**src/rtl/rti_pkg.sv**
```systemverilog
// Shared types, codes and constants of the regression tree inference block.
package rti_pkg;

   localparam int NODE_AW   = 8;
   localparam int FEAT_AW   = 6;
   localparam int VAL_W     = 32;
   localparam int HOPS_W    = 16;
   localparam int FUNC_W    = 2;
   localparam int REQ_DW    = 136;
   localparam int RSP_DW    = 32;
   localparam int RSP_UW    = 2;
   localparam int NODES     = 1 << NODE_AW;
   localparam int FEATURES  = 1 << FEAT_AW;

   localparam logic [HOPS_W-1:0] HOPS_RESET = HOPS_W'(1000);

   localparam logic [FUNC_W-1:0] FUNC_NODE_WR = 2'd0;
   localparam logic [FUNC_W-1:0] FUNC_FEAT_WR = 2'd1;
   localparam logic [FUNC_W-1:0] FUNC_PREDICT = 2'd2;

   typedef struct packed {
      logic [1:0]         pad;
      logic               feature_missing;
      logic [VAL_W-1:0]   feature_value;
      logic [FEAT_AW-1:0] feature_index;
      logic [VAL_W-1:0]   node_mean;
      logic               is_leaf;
      logic [NODE_AW-1:0] greater_child;
      logic [NODE_AW-1:0] less_child;
      logic [VAL_W-1:0]   cut_value;
      logic [FEAT_AW-1:0] split_feature;
      logic [NODE_AW-1:0] node_index;
   } req_data_type;

   typedef struct packed {
      logic [FEAT_AW-1:0] feat;
      logic [VAL_W-1:0]   cut;
      logic [NODE_AW-1:0] less;
      logic [NODE_AW-1:0] greater;
      logic               leaf;
      logic [VAL_W-1:0]   mean;
   } node_entry_type;

   typedef struct packed {
      logic [VAL_W-1:0] value;
      logic             missing;
   } feat_entry_type;

   typedef struct packed {
      logic wr_node;
      logic wr_feat;
      logic start;
      logic node_rd;
      logic feat_rd;
      logic step;
      logic finish_node;
      logic finish_miss;
      logic out_load;
   } cmd_type;

   typedef struct packed {
      logic leaf;
      logic at_limit;
      logic missing;
      logic out_free;
   } status_type;

endpackage

```
**src/rtl/rti_ctrl.sv**
```systemverilog
// Controller: state machine that sequences loads, the tree walk and result hand-off.
module rti_ctrl
   import rti_pkg::*;
(
   input  logic              clock,
   input  logic              reset,
   input  logic              req_tvalid,
   output logic              req_tready,
   input  logic [FUNC_W-1:0] req_tuser,
   input  status_type        status,
   output cmd_type           cmd
);

   typedef enum logic [4:0] {
      S_IDLE     = 5'b00001,
      S_NODE_RD  = 5'b00010,
      S_NODE_CHK = 5'b00100,
      S_FEAT_CHK = 5'b01000,
      S_DONE     = 5'b10000
   } state_type;

   state_type state_ff, state_in;
   logic      accept;

   assign req_tready = state_ff == S_IDLE;
   assign accept     = req_tvalid & req_tready;

   always_comb begin
      state_in = state_ff;
      cmd      = '0;
      case (state_ff)
         S_IDLE: begin
            if (accept) begin
               case (req_tuser)
                  FUNC_NODE_WR: cmd.wr_node = 1'b1;
                  FUNC_FEAT_WR: cmd.wr_feat = 1'b1;
                  FUNC_PREDICT: begin
                     cmd.start = 1'b1;
                     state_in  = S_NODE_RD;
                  end
                  default: ;
               endcase
            end
         end
         S_NODE_RD: begin
            cmd.node_rd = 1'b1;
            state_in    = S_NODE_CHK;
         end
         S_NODE_CHK: begin
            if (status.leaf || status.at_limit) begin
               cmd.finish_node = 1'b1;
               state_in        = S_DONE;
            end else begin
               cmd.feat_rd = 1'b1;
               state_in    = S_FEAT_CHK;
            end
         end
         S_FEAT_CHK: begin
            if (status.missing) begin
               cmd.finish_miss = 1'b1;
               state_in        = S_DONE;
            end else begin
               cmd.step = 1'b1;
               state_in = S_NODE_RD;
            end
         end
         S_DONE: begin
            if (status.out_free) begin
               cmd.out_load = 1'b1;
               state_in     = S_IDLE;
            end
         end
         default: state_in = S_IDLE;
      endcase
   end

   always_ff @(posedge clock) begin
      if (reset) begin
         state_ff <= S_IDLE;
      end else begin
         state_ff <= state_in;
      end
   end

   a_start_walks: assert property (@(posedge clock) disable iff (reset)
      cmd.start |=> state_ff == S_NODE_RD)
      else $error("prediction did not start a walk");

   a_one_action: assert property (@(posedge clock) disable iff (reset)
      $onehot0({cmd.wr_node, cmd.wr_feat, cmd.start}))
      else $error("conflicting actions on one transfer");

   a_step_reads_node: assert property (@(posedge clock) disable iff (reset)
      cmd.step |=> cmd.node_rd)
      else $error("step not followed by node read");

endmodule

```
**config.mk**
```make
export PLATFORM = sky130hd
export DESIGN_NAME = rti_ctrl
export DESIGN_NICKNAME = d
export VERILOG_FILES = /design/src/rtl/rti_pkg.sv /design/src/rtl/rti_ctrl.sv
export SDC_FILE = /design/constraint.sdc
export NUM_CORES = 1
export LEC_CHECK = 0
export BUFFER_PORTS_ARGS = -buffer_cell sky130_fd_sc_hd__buf_4
export CORE_AREA = 10 10 47 49
export CTS_CLUSTER_DIAMETER = 80
export DETAILED_ROUTE_END_ITERATION = 6
export DIE_AREA = 0 0 57 59
export GPL_TIMING_DRIVEN = 0
export PLACE_DENSITY_LB_ADDON = 0.12
export SLEW_MARGIN = 0
export SYNTH_ARGS = -nofsm -noshare
export SYNTH_HDL_FRONTEND = slang
export SYNTH_SLANG_ARGS = --single-unit
```
**constraint.sdc**
```tcl
create_clock -name clock -period 3.5 [get_ports clock]
set_clock_uncertainty 0.2 [all_clocks]
set_input_delay 0.175 -clock clock [delete_from_list [all_inputs] [get_ports clock]]
set_output_delay 0.175 -clock clock [all_outputs]
set_load 0.02 [all_outputs]
```
==> flow_summary_export.csv <==
group,metric,value,unit
floorplan,floorplan.initialDensity,28.7,%
sta,whs,0.0329,ns
sta,fin_tns_setup,0,ns
final_layout,regMostFlops,"state_ff",
detailed_routing,via_per_inst,4.93,
synth,synth_top_cell_area_share,24.9,%
global_route,grt_max_degree,11,
floorplan,die_area,3360,µm²
clocking,clkTransAtPathRegs,0.04,ns
sta,rsz0062_at_grt,"no",
final_layout,largest_register_ff_count,5,
floorplan,pin_count,19,
setup_path,rr_worst_depth,3,
final_layout,final_nets,80,
final_layout,area_growth,47.7,%
final_layout,num_antenna_cells,0,
setup_path,path_class,"reg -> out",
synth,synth_edf_count,0,
synth,syn-num-nets,56,
place,port_buffers,18,
synth,synthArstFlopShare,0,%
final_layout,top_regs,"state_ff x5",
detailed_routing,ant_nets,0,
synth,ys_seq_elements,5,
sta,fin_crit,1.90,ns
outcome,status,"completed",
detailed_routing,routed_wl,1.10,mm
synth,ys_top_cells_by_area,"dfxtp_1, nor4_4, inv_1, nor2_1, nor2b_1",
setup_path,cp.arrival,1.53,ns
place,place_congestion,0.643,
synth,synth_area_leader_cell,"dfxtp_1",
clocking,cts_resized,0,
setup_path,critPathLaunchType,"register",
synth,synthFlopType,"dfxtp_1",
detailed_routing,drc,0,
synth,seq_area_frac_synth,24.9,%
sta,relSlewSlack,77.2,%
power,leakage,0.285,nW
worst_hold_path,hold_depth,4,
detailed_routing,vias,424,
clocking,post_cts_buffers,0,
sta,tightest_slew,0.338,ns
clocking,htreeDepth,1,
clocking,cts_root_buf,"clkbuf_4",
sta,clock.fmax,525,MHz
setup_path,critPathMaxFanout,8,
clocking,insertion_delay,0.24,ns
global_route,grt_overflow_total,0,
setup_path,worstPathRequired,3.12,ns
global_route,groute.usage.overall,6.83,%
clocking,clock_path_buffers,2,
global_route,antenna_found_initial,0,
detailed_routing,wl_per_cell,12.8,µm
synth,yosysUniqueCellTypes,28,
global_route,grt_first_pass_wirelength,1.83,mm
sta,drv_slew,0,
worst_hold_path,hold_class,"in -> reg",
floorplan,coreArea,1400,µm²
floorplan,die_width,57,µm
synth,syn_inst,47,
sta,setup_violations,0,
synth,synth_warnings,0,
floorplan,die_y,59,µm
detailed_routing,firstDrtPassIters,4,
floorplan,rows,14,
setup_path,end_kind,"output pin",
job,max-cap-violations,0,
synth,synth_area,402,µm²
global_route,grt_pass1_vias,432,
place,hpwl,911,µm
clocking,numClockSinks,5,
sta,hold_viol,0,
clocking,cts_tree,"done",
power,peakVddDrop,195,µV
detailed_routing,drtIter0Drc,3,
sta,period_share,54.4,%
final_layout,drive_gt1_share,38.6,%
power,power_density,247,nW/µm²
synth,synth.avg_cell_area,8.55,µm²
clocking,cts_buffers,3,
[final timing paths]
kind              slack [ns]          end        start
setup / recovery        1.60       cmd[8]  state_ff[1]
hold / removal          0.03  state_ff[3]    status[3]
setup reg to reg        1.90  state_ff[2]  state_ff[1]
hold reg to reg         0.50  state_ff[4]  state_ff[3]
[per-stage QoR]
stage | worst slack, ns | instance area, µm² | power [W] | std cells | utilization (%)
after global routing | 1.50 | 593 | 0.000158 | 86 | 42.3
after CTS | 1.58 | 593 | 0.000151 | 86 | 42.3
after floorplan | 1.79 | 402 | 0.0000688 | 47 | -
final | 1.60 | 593 | 0.000147 | 86 | 42.3
after detailed placement | 1.85 | 557 | 0.0000815 | 81 | 39.7
after global placement | 1.84 | 557 | 0.0000814 | 81 | 39.7
[layout make-up]
class                   instances  area, µm²
plain buffers                   2       16.3
clock buffers                   4       26.3
flip-flops and latches          5        100
repair buffers                 19        145
inverters                       5       18.8
well taps                      16       20.0
multi-input cells              35        267
fillers                       159        808
[synthesized netlist by cell type (2+ instances only)]
cell,n
a31oi_1,2
dfxtp_1,5
inv_1,5
nand3_1,3
nor2_1,5
nor2b_1,3
nor3b_1,2
nor4b_1,2
[layout by cell type (no fill, tap or decap), types with 2 or more instances in the layout]
cell type	instances
buf_4	18
nor4b_1	2
nor2_1	5
nand3_1	3
a31oi_1	2
clkbuf_4	3
dfxtp_1	5
nor3b_1	2
inv_1	5
nor2b_1	3
[critical path, cell delays in order, from the launching register on]
cell      delay [ns]
dfxtp_1         0.38
or3_4           0.46
nor2_4          0.12
and4bb_1        0.19
buf_4           0.14
[per-layer routing]
layer  vias up  track usage, %  routed length, µm
met1       186            6.90                488
li1        219               -                  -
met3         0            4.94                135
met5         -               0                  0
met2        19            10.5                474
met4         0            3.02                  0
[power breakdown]
part	internal, W	switching [W]	total [W]
Clock	0.0000430	0.0000225	0.0000655
Combinational	0.0000128	0.00000986	0.0000227
Sequential	0.0000576	0.000000906	0.0000585
[cell families (layout without fill, tap and decap cells)]
logic type      count (synthesis)  after routing  share of synthesized area [%]
flops                           5              5                           24.9
buf+inv                         7             30                           8.72
compound gates                  6              6                           10.9
simple gates                   29             29                           55.5
[what timing repair did]
| action | in CTS | in global routing |
|---|---|---|
| setup endpoints to repair | 0 | 0 |
| hold buffers | 1 | 0 |
| endpoints found under the hold margin | 4 | 0 |
No activity file was read; power rests on OpenSTA's default activity.
